--- config.mk ---
export PLATFORM = sky130hd
export DESIGN_NAME = four_key_short_long_press_scanner
export DESIGN_NICKNAME = d
export VERILOG_FILES = /design/src/sv/fkscan_pkg.sv /design/src/sv/fkscan_engine.sv /design/src/sv/four_key_short_long_press_scanner.sv
export SDC_FILE = /design/constraint.sdc
export NUM_CORES = 1
export LEC_CHECK = 0
export BUFFER_PORTS_ARGS = -buffer_cell sky130_fd_sc_hd__buf_4
export CORE_MARGIN = 1
export CORE_UTILIZATION = 40
export CTS_CLUSTER_SIZE = 10
export DETAILED_ROUTE_END_ITERATION = 10
export GPL_ROUTABILITY_DRIVEN = 1
export PLACE_DENSITY = 0.59
export SLEW_MARGIN = 10
export SYNTH_ARGS = -nofsm -noshare
export SYNTH_HDL_FRONTEND = slang
export SYNTH_HIERARCHICAL = 1
export SYNTH_SLANG_ARGS = --single-unit
--- constraint.sdc ---
create_clock -name clk -period 2.5 [get_ports clk]
set_input_delay 0.25 -clock clk [delete_from_list [all_inputs] [get_ports clk]]
set_output_delay 0.25 -clock clk [all_outputs]
set_load 0.02 [all_outputs]
--- src/sv/fkscan_pkg.sv ---
// ----------------------------------------------------------------------------
// fkscan_pkg: shared types and constants of the four-key press scanner
// Holds the key and event word layouts and the reset values of the block.
// ----------------------------------------------------------------------------
package fkscan_pkg;

  localparam int COUNT_WIDTH_DEF  = 16;  // default hold counter width
  localparam int THRESH_WIDTH     = 16;  // width of the long press threshold
  localparam int IN_TDATA_WIDTH   = 8;   // five key bits padded to a byte
  localparam int OUT_TDATA_WIDTH  = 8;   // eight event bits

  localparam logic [THRESH_WIDTH-1:0] LONG_PRESS_RESET = THRESH_WIDTH'(40);

  // One scan tick; power sits in bit 0.
  typedef struct packed {
    logic keys_enabled;
    logic down_pressed;
    logic up_pressed;
    logic mode_pressed;
    logic power_pressed;
  } keys_t;

  // Events of one tick; power_short sits in bit 0.
  typedef struct packed {
    logic down_long;
    logic down_short;
    logic up_long;
    logic up_short;
    logic mode_long;
    logic mode_short;
    logic power_long;
    logic power_short;
  } events_t;

endpackage

--- src/sv/fkscan_engine.sv ---
// ----------------------------------------------------------------------------
// fkscan_engine: hold counters and priority chain
// Keeps one saturating hold counter per key and the down-key long latch,
// decodes the events of one tick and commits the state on step.
// ----------------------------------------------------------------------------
module fkscan_engine #(
  parameter int COUNT_WIDTH = fkscan_pkg::COUNT_WIDTH_DEF
) (
  input  logic                                clk,
  input  logic                                rst,
  input  logic                                step,
  input  fkscan_pkg::keys_t                   keys,
  input  logic [fkscan_pkg::THRESH_WIDTH-1:0] threshold,
  output fkscan_pkg::events_t                 events
);
  import fkscan_pkg::*;

  localparam int CMP_WIDTH = (COUNT_WIDTH > THRESH_WIDTH) ? COUNT_WIDTH : THRESH_WIDTH;

  logic [COUNT_WIDTH-1:0] power_hold_count, power_hold_count_next;
  logic [COUNT_WIDTH-1:0] mode_hold_count,  mode_hold_count_next;
  logic [COUNT_WIDTH-1:0] up_hold_count,    up_hold_count_next;
  logic [COUNT_WIDTH-1:0] down_hold_count,  down_hold_count_next;
  logic                   down_long_latch,  down_long_latch_next;

  logic [COUNT_WIDTH-1:0] power_inc, mode_inc, up_inc, down_inc;
  logic [CMP_WIDTH-1:0]   thresh_ext;

  function automatic logic [COUNT_WIDTH-1:0] sat_inc(input logic [COUNT_WIDTH-1:0] c);
    sat_inc = (&c) ? c : c + COUNT_WIDTH'(1);
  endfunction

  function automatic logic [CMP_WIDTH-1:0] widen(input logic [COUNT_WIDTH-1:0] c);
    widen = CMP_WIDTH'(c);
  endfunction

  assign power_inc  = sat_inc(power_hold_count);
  assign mode_inc   = sat_inc(mode_hold_count);
  assign up_inc     = sat_inc(up_hold_count);
  assign down_inc   = sat_inc(down_hold_count);
  assign thresh_ext = CMP_WIDTH'(threshold);

  always_comb begin
    events                = '0;
    power_hold_count_next = power_hold_count;
    mode_hold_count_next  = mode_hold_count;
    up_hold_count_next    = up_hold_count;
    down_hold_count_next  = down_hold_count;
    down_long_latch_next  = down_long_latch;

    if (keys.power_pressed) begin
      power_hold_count_next = power_inc;
      events.power_long     = (widen(power_inc) == thresh_ext) && keys.keys_enabled;
    end else if (power_hold_count != '0) begin
      events.power_short    = widen(power_hold_count) < thresh_ext;
      power_hold_count_next = '0;
    end else if (keys.mode_pressed && keys.keys_enabled) begin
      mode_hold_count_next = mode_inc;
      events.mode_long     = widen(mode_inc) == thresh_ext;
    end else if (mode_hold_count != '0 && !keys.mode_pressed) begin
      events.mode_short    = widen(mode_hold_count) < thresh_ext;
      mode_hold_count_next = '0;
    end else if (keys.up_pressed && keys.keys_enabled) begin
      up_hold_count_next = up_inc;
      events.up_long     = widen(up_inc) == thresh_ext;
    end else if (up_hold_count != '0 && !keys.up_pressed) begin
      events.up_short    = widen(up_hold_count) < thresh_ext;
      up_hold_count_next = '0;
    end else if (keys.down_pressed && keys.keys_enabled) begin
      down_hold_count_next = down_inc;
      if (widen(down_inc) == thresh_ext && !down_long_latch) begin
        events.down_long     = 1'b1;
        down_long_latch_next = 1'b1;
      end
    end else if (down_hold_count != '0 && !keys.down_pressed) begin
      events.down_short    = widen(down_hold_count) < thresh_ext;
      down_long_latch_next = 1'b0;
      down_hold_count_next = '0;
    end
  end

  always_ff @(posedge clk) begin
    if (rst) begin
      power_hold_count <= '0;
      mode_hold_count  <= '0;
      up_hold_count    <= '0;
      down_hold_count  <= '0;
      down_long_latch  <= 1'b0;
    end else if (step) begin
      power_hold_count <= power_hold_count_next;
      mode_hold_count  <= mode_hold_count_next;
      up_hold_count    <= up_hold_count_next;
      down_hold_count  <= down_hold_count_next;
      down_long_latch  <= down_long_latch_next;
    end
  end

endmodule

--- src/sv/four_key_short_long_press_scanner.sv ---
// ----------------------------------------------------------------------------
// four_key_short_long_press_scanner: short/long press detector for four keys
// Turns scan ticks of four key levels into one event word per tick.
// ----------------------------------------------------------------------------
// Usage:
//   s_* carries one scan tick per word: the power, mode, up and down key
//   levels plus the keys_enabled flag. m_* returns exactly one event word per
//   tick with the short and long events of the four keys; at most one bit is
//   set, since only the first matching branch of the priority chain acts.
//   cfg_* writes long_press_ticks, the held tick count at which a long event
//   fires; cfg_ready is always high. Write it only while the block is idle.
// Datapath and throughput:
//   A tick lands in the input register, the priority chain and the counter
//   update run between it and the output register, which offers the event
//   word on m_*. One tick is taken every cycle unless m_tready stalls the
//   output; the counter update loop sets that rate.
// Reset:
//   rst clears all hold counters, the down-key long latch and both valid
//   flags, and loads long_press_ticks with 40.
// Stall:
//   While m_tready is low the event word holds; the input register still
//   takes one more tick, then s_tready drops until the output drains.
// ----------------------------------------------------------------------------
module four_key_short_long_press_scanner #(
  parameter int COUNT_WIDTH = fkscan_pkg::COUNT_WIDTH_DEF
) (
  input  logic                                   clk,
  input  logic                                   rst,
  // tdata: [0] power_pressed, [1] mode_pressed, [2] up_pressed,
  //        [3] down_pressed, [4] keys_enabled, [7:5] zero
  input  logic                                   s_tvalid,
  output logic                                   s_tready,
  input  logic [fkscan_pkg::IN_TDATA_WIDTH-1:0]  s_tdata,
  // tdata: [0] power_short, [1] power_long, [2] mode_short, [3] mode_long,
  //        [4] up_short, [5] up_long, [6] down_short, [7] down_long
  output logic                                   m_tvalid,
  input  logic                                   m_tready,
  output logic [fkscan_pkg::OUT_TDATA_WIDTH-1:0] m_tdata,
  // long_press_ticks write
  input  logic                                   cfg_valid,
  output logic                                   cfg_ready,
  input  logic [fkscan_pkg::THRESH_WIDTH-1:0]    cfg_data
);
  import fkscan_pkg::*;

  logic                    in_valid;
  keys_t                   in_keys;
  logic                    advance;
  events_t                 events;
  logic [THRESH_WIDTH-1:0] long_press_ticks;

  // Move the held tick on whenever the output slot is free or draining.
  assign advance   = in_valid && (!m_tvalid || m_tready);
  assign s_tready  = !in_valid || advance;
  assign cfg_ready = 1'b1;

  // Threshold register.
  always_ff @(posedge clk) begin
    if (rst) begin
      long_press_ticks <= LONG_PRESS_RESET;
    end else if (cfg_valid && cfg_ready) begin
      long_press_ticks <= cfg_data;
    end
  end

  // Input register: hold one tick until the chain consumes it.
  always_ff @(posedge clk) begin
    if (rst) begin
      in_valid <= 1'b0;
    end else if (s_tready) begin
      in_valid <= s_tvalid;
    end
  end

  always_ff @(posedge clk) begin
    if (s_tvalid && s_tready) begin
      in_keys <= keys_t'(s_tdata[$bits(keys_t)-1:0]);
    end
  end

  // Counters and priority chain; state commits when the tick advances.
  fkscan_engine #(
    .COUNT_WIDTH (COUNT_WIDTH)
  ) u_engine (
    .clk       (clk),
    .rst       (rst),
    .step      (advance),
    .keys      (in_keys),
    .threshold (long_press_ticks),
    .events    (events)
  );

  // Output register: drop valid once taken, reload on advance.
  always_ff @(posedge clk) begin
    if (rst) begin
      m_tvalid <= 1'b0;
    end else if (advance) begin
      m_tvalid <= 1'b1;
    end else if (m_tready) begin
      m_tvalid <= 1'b0;
    end
  end

  always_ff @(posedge clk) begin
    if (advance) begin
      m_tdata <= OUT_TDATA_WIDTH'(events);
    end
  end

  // At most one event per word.
  assert property (@(posedge clk) disable iff (rst)
    m_tvalid |-> $onehot0(m_tdata))
    else $error("more than one event in a word");

  // No long event from a tick taken while keys are disabled.
  assert property (@(posedge clk) disable iff (rst)
    advance && !in_keys.keys_enabled |=>
      (m_tdata[1] == 1'b0 && m_tdata[3] == 1'b0 &&
       m_tdata[5] == 1'b0 && m_tdata[7] == 1'b0))
    else $error("long event while keys disabled");

  // An empty output slot never blocks the input.
  assert property (@(posedge clk) disable iff (rst)
    !m_tvalid |-> s_tready)
    else $error("input stalled with empty output");

  // Mode, up and down events need the chain above them to be quiet.
  assert property (@(posedge clk) disable iff (rst)
    advance && in_keys.power_pressed |=>
      (m_tdata[OUT_TDATA_WIDTH-1:2] == '0))
    else $error("lower key event while power held");

endmodule
==> key figures, run 1 <==
Outcome
  • Status: finished clean

Clock tree
  • Clock net sink count: 96
  • CTS tree: built
  • H-tree depth: 3
  • Root Buffer: clkbuf_16
  • Worst-case clock buffer depth: 2
  • Hold buffers post-CTS: 0
  • TritonCTS buffer count: 9
  • Worst-path clk slew: 0.07 ns
  • Clock Latency Late Sink: 0.36 ns

STA
  • Worst-case clock skew: 0.0128 ns
  • Slew HR: 49.4%
  • FMAX: 0.404 GHz
  • Setup repair after global routing missed its margin: true
  • Final Cycle Share: 99.0%
  • Actual slew at the worst max-slew pin: 0.759 ns
  • Final hold slack: 0.0633 ns
  • Pins over their slew limit: 0
  • Final setup fails: 0
  • Final worst path period need: 2.48 ns
  • TNS Setup: 0 ns
  • Fin. Hold Viols: 0
  • Worst setup margin: 0.0243 ns

Route
  • Number of DRC markers in iteration 0: 685
  • Via count: 9351
  • First drt pass iteration count: 6
  • Routed WL: 31300 um
  • Routed wire length per instance: 19.9 um
  • Via-to-Cell Ratio: 5.93
  • Routed Antenna Nets: 0
  • DRC violation count after routing: 0

Layout
  • Antenna diode count: 0
  • Most frequent cells in the layout: buf_4 (214), a21oi_1 (107), nor2_1 (101)
  • Layout Nets: 1389
  • Commonest non-fill, non-tap cell in the layout: buf_4
  • Fill cells: 2145
  • Share of layout cells above drive strength 1: 24.2%
  • Area growth from synthesis to layout: 24.9%

Global routing
  • Total global routing overflow: 0
  • First-pass GRT wire length: 48200 um
  • Pin count of the biggest net entering global routing: 69
  • Initial antenna violation count: 1
  • Gr usage total: 27.9%
  • Vias in the first global route: 8590

Floorplan
  • Die Y: 151 um
  • Die W: 151 um
  • Initial core utilization: 40.7%
  • Ports: 40
  • Die ar.: 22800 um^2
  • Core Area: 21800 um^2
  • Row count: 54

Synthesis
  • Ys async rst share: 0%
  • Predominant post-synthesis flop cell: dfxtp_1
  • Avg Inst Size Synth: 7.74 um^2
  • Syn Nets: 1245
  • Syn Inst Count: 1148
  • Synth Register Bits: 96
  • Syn Std Cell Area: 8880 um^2
  • Number of flops mapped to enable cells by yosys: 13
  • Register area share after synthesis: 23.1%
  • Yosys synthesis warning count: 6
  • Yosys cell types: 84

Setup path
  • Slowest cell delay on critical path: 0.57 ns
  • R2R cell count: 7
  • CP arrival: 2.67 ns
  • R2R Path End: m_tdata[5]$_DFFE_PP_
  • Worst path bufs/invs: 1
  • Crit path cell chain: buf_4 > nand3_1 > or4_4 > or3_4 > a32oi_1 > o2111ai_2 > nor4_2
  • Crit. End Element: register
  • Critical path's top delay family: simple AND/OR/NAND/NOR gates
  • Top fanout value on the critical path: 10
  • Req. time, crit path: 2.69 ns
  • Crit-path slowest cell: or4_4
  • R2R Setup Slk: 0.02 ns
  • Worst r2r src: u_engine/up_hold_count[2]$_SDFFE_PP0P_
  • CP Launch Type: register
  • WS Path Type: reg -> reg

Hold path
  • Hold Path Class: in -> reg
  • WHS Path Cells: 1
  • Hold Path Sink: in_keys[3]$_DFFE_PP_
  • HP Start: s_tdata[3]

Place
  • Port buffer count: 35
  • Dpl ws: -0.0846 ns
  • GP Congestion: 0.939
  • HPWL Detailed: 24000 um

Power and ir drop
  • VDD IR max: 0.312 mV
  • LEAKAGE: 4.68 nW
  • Power Density: 337 nW/um^2

Job
  • Max-cap violations: 0
==> per-layer routing <==
layer / up-vias / wire length (um) / GRT usage (%)
li1: 4531 / - / -
met1: 4489 / 14400 / 38.4
met2: 285 / 14400 / 44.8
met3: 46 / 1900 / 4.64
met4: 0 / 646 / 7.40
met5: - / 0 / 0
==> how the worst max path moves through the flow <==
stage                                                from                    to  cells after the start
4_1_cts            u_engine/up_hold_count[1]$_SDFFE_PP0P_  m_tdata[5]$_DFFE_PP_                      9
2_1_floorplan   u_engine/power_hold_count[8]$_SDFFE_PP0P_  m_tdata[1]$_DFFE_PP_                      8
6_report           u_engine/up_hold_count[2]$_SDFFE_PP0P_  m_tdata[5]$_DFFE_PP_                      7
3_3_place_gp   u_engine/power_hold_count[11]$_SDFFE_PP0P_  m_tdata[1]$_DFFE_PP_                      8
3_5_place_dp    u_engine/power_hold_count[0]$_SDFFE_PP0P_  m_tdata[1]$_DFFE_PP_                      9
5_1_grt            u_engine/up_hold_count[2]$_SDFFE_PP0P_  m_tdata[5]$_DFFE_PP_                      7
==> power by group <==
part	internal, mW	switching (mW)
clock network	0.788	0.678
registers	1.59	0.0330
logic	0.271	0.381
total	2.65	1.09
==> cells by family (layout without fill, tap and decap cells) <==
| group | after synthesis | in the layout | synth area share, % |
|---|---|---|---|
| other | 1 | 1 | 0.0422 |
| adders and majority gates | 68 | 68 | 9.58 |
| DFF | 96 | 96 | 23.1 |
| and+or+nand+nor | 473 | 473 | 30.5 |
| buffers and inverters | 122 | 271 | 6.31 |
| xor gates and xnor gates | 77 | 77 | 7.59 |
| muxes | 27 | 27 | 3.07 |
| AOI/OAI and AO/OA | 284 | 284 | 19.8 |
==> cells in the mapped netlist, types with 6 or more instances <==
library cell    n  area share (%)
a21oi_1       107             6.0
nor2_1        102             4.3
dfxtp_1        83              19
nand2_1        70             3.0
ha_1           68             9.6
o21ai_0        57             3.2
xnor2_1        52             5.1
nand3_1        49             2.8
clkbuf_1       48             2.0
nor3_1         43             2.4
nand4_1        38             2.7
inv_1          36             1.5
a21o_1         27             2.3
buf_2          25             1.4
mux2i_1        25             2.8
xor2_1         25             2.5
and3_1         23             1.6
nor4_1         21             1.5
nand3b_1       14             1.2
edfxtp_1       13             4.4
nand2b_1       13            0.92
o211ai_1       13             1.1
or3_1          12            0.85
a211oi_1       11            0.93
and4_1         10            0.99
nor4_2         10             1.4
and2_1          9            0.63
nor2b_1         8            0.56
nor4b_1         7            0.69
a21boi_0        6            0.51
o2111ai_1       6            0.59
o21ai_1         6            0.34
==> through the flow <==
step           area, um^2  total power, mW  utilization [%]  cells
2_1_floorplan        8880             2.02                -   1148
3_3_place_gp        10500             2.26             47.9   1558
3_5_place_dp        10500             2.27             47.9   1558
4_1_cts             10800             3.77             49.5   1574
5_1_grt             11100             3.90             50.8   1577
6_report            11100             3.74             50.8   1577
==> state kept, by name, indices dropped and copies added (netlist names) <==
signal / cells
in_keys: 5
m_tvalid: 1
m_tdata: 8
long_press_ticks: 16
u_engine/down_hold_count: 16
in_valid: 1
u_engine/up_hold_count: 16
u_engine/mode_hold_count: 16
u_engine/power_hold_count: 16
u_engine/down_long_latch: 1
==> cell type report <==
type	count	area, um^2	share of cell area [%]
well taps	280	350	3.16
flip-flops and latches	96	2070	18.7
repair buffers	218	1670	15.0
inverters	37	139	1.25
clock inverters	7	78.8	0.710
multi-input cells	930	6560	59.2
clock buffers	9	225	2.03
==> timing repair <==
action	4_1_cts	5_1_grt
setup endpoints to repair	8	33
setup buffers	0	3
hold endpoints to repair	0	0
gates resized for setup	8	57
pin swaps	2	21
Power figures use the tool's default switching activity.
==> run 2, diff against run 1 <==
--- a/config.mk
+++ b/config.mk
@@ -12,6 +12,7 @@
 export DETAILED_ROUTE_END_ITERATION = 10
 export GPL_ROUTABILITY_DRIVEN = 1
 export PLACE_DENSITY = 0.59
+export SETUP_SLACK_MARGIN = 0.3
 export SLEW_MARGIN = 10
 export SYNTH_ARGS = -nofsm -noshare
 export SYNTH_HDL_FRONTEND = slang
==> key figures, run 2 (same netlist as run 1, synthesis figures left out) <==
Place
  • Inst Count DP: 1531
  • HPWL Detailed: 24000 um
  • Port buffer count: 35
  • GP Congestion: 0.928

STA
  • Worst-case clock skew: 0.0133 ns
  • Pins over their slew limit: 0
  • Final setup fails: 0
  • Final worst path period need: 2.46 ns
  • FMAX: 0.407 GHz
  • Fin. Hold Viols: 0
  • Setup repair after global routing missed its margin: true
  • Final hold slack: 0.0557 ns
  • Actual slew at the worst max-slew pin: 0.578 ns
  • Final Cycle Share: 98.4%
  • Slew HR: 61.2%

Layout
  • Layout Nets: 1415
  • Most frequent cells in the layout: buf_4 (199), nor2_1 (89), a21oi_1 (79)
  • Share of layout cells above drive strength 1: 36.7%
  • Fill cells: 2027
  • Commonest non-fill, non-tap cell in the layout: buf_4
  • Util after Layout: 56.2%
  • Antenna diode count: 0
  • Fin cells: 1603
  • Area growth from synthesis to layout: 38.1%

Setup path
  • Crit-path slowest cell: or4_4
  • CP Launch Type: register
  • Slowest cell delay on critical path: 0.49 ns
  • WS Path Type: reg -> reg
  • CP arrival: 2.65 ns
  • Crit. End Element: register
  • Top fanout value on the critical path: 8
  • Crit path cell chain: buf_4 > nand3_2 > or4_4 > or3_4 > a32oi_2 > o2111ai_2 > nor4_2
  • Req. time, crit path: 2.69 ns

Floorplan
  • Ports: 40
  • Initial core utilization: 40.7%
  • Core Area: 21800 um^2
  • Die W: 151 um
  • Row count: 54
  • Die ar.: 22800 um^2
  • Die Y: 151 um

Global routing
  • First-pass GRT wire length: 51400 um
  • Vias in the first global route: 9103
  • Pin count of the biggest net entering global routing: 36
  • Gr usage total: 29.9%
  • Total global routing overflow: 0
  • Initial antenna violation count: 0

Clock tree
  • TritonCTS buffer count: 9
  • H-tree depth: 3
  • CTS tree: built
  • Worst-case clock buffer depth: 2
  • Clock net sink count: 96
  • Root Buffer: clkbuf_16
  • Clock Latency Late Sink: 0.37 ns
  • Hold buffers post-CTS: 0
  • Worst-path clk slew: 0.07 ns

Outcome
  • Status: finished clean

Route
  • Routed wire length per instance: 21.2 um
  • First drt pass iteration count: 6
  • DRC violation count after routing: 0
  • Routed WL: 34000 um
  • Via-to-Cell Ratio: 6.09
  • Number of DRC markers in iteration 0: 872
  • Via count: 9755
  • Routed Antenna Nets: 0

Power and ir drop
  • VDD IR max: 0.343 mV
  • LEAKAGE: 5.12 nW
  • Power Density: 306 nW/um^2

Job
  • Max-cap violations: 0

Hold path
  • Hold Path Class: in -> reg
==> run 2: cell type report <==
class	count	area (um^2)	share of cell area, %
Clock inverter	5	37.5	0.306
Clock buffer	11	243	1.98
Inverter	37	149	1.21
Tap cell	280	350	2.86
Sequential cell	96	2120	17.3
Timing Repair Buffer	244	2070	16.9
Multi-Input combinational cell	930	7300	59.5
==> run 2: worst max-delay path: cells and delay by family, from the launching register on <==
| family | cells | cell delay (ns) |
|---|---|---|
| AOI/OAI and AO/OA | 2 | 0.41 |
| buffers and inverters | 1 | 0.18 |
| DFF | 1 | 0.34 |
| and+or+nand+nor | 4 | 1.36 |
==> run 2: where the power goes <==
group | total [mW] | internal [mW] | switching [mW]
clock network | 1.41 | 0.712 | 0.695
registers | 1.61 | 1.58 | 0.0332
logic | 0.733 | 0.314 | 0.420
==> run 2: what timing repair did <==
item	in CTS	in global routing
pin swaps	71	72
cloned	3	3
resized for setup	128	147
buffers inserted	23	27
endpoints found under the setup margin	48	64
==> run 2: metrics by stage <==
| step | cell area [um^2] | setup TNS, ns | power (mW) | setup slack, ns |
|---|---|---|---|---|
| finish | 12300 | 0 | 3.75 | 0.0404 |
| global route | 12300 | -0.0805 | 3.89 | -0.0305 |
| CTS | 11400 | 0 | 3.72 | 0.0645 |
| detailed placement | 10400 | -0.219 | 2.26 | -0.111 |
| global placement | 10400 | -0.0119 | 2.26 | -0.0119 |
| floorplan | 9110 | 0 | 2.02 | 0.277 |
==> run 2: final timing paths <==
check | start | end | slack, ns | cells after the start
hold / removal | s_tdata[2] | in_keys[2]$_DFFE_PP_ | 0.06 | 1
setup / recovery | u_engine/up_hold_count[9]$_SDFFE_PP0P_ | m_tdata[5]$_DFFE_PP_ | 0.04 | 7
hold reg to reg | in_valid$_SDFFE_PP0P_ | m_tvalid$_SDFFE_PP0P_ | 0.47 | 2
setup reg to reg | u_engine/up_hold_count[9]$_SDFFE_PP0P_ | m_tdata[5]$_DFFE_PP_ | 0.04 | 7
==> run 2: layer usage <==
layer  track usage [%]  vias to the layer above  share of wire, %
met4              11.0                        0               2.9
li1                  -                     4590                 -
met5                 0                        -                 0
met1              40.0                     4696                43
met3              4.16                       75               7.1
met2              48.7                      394                47
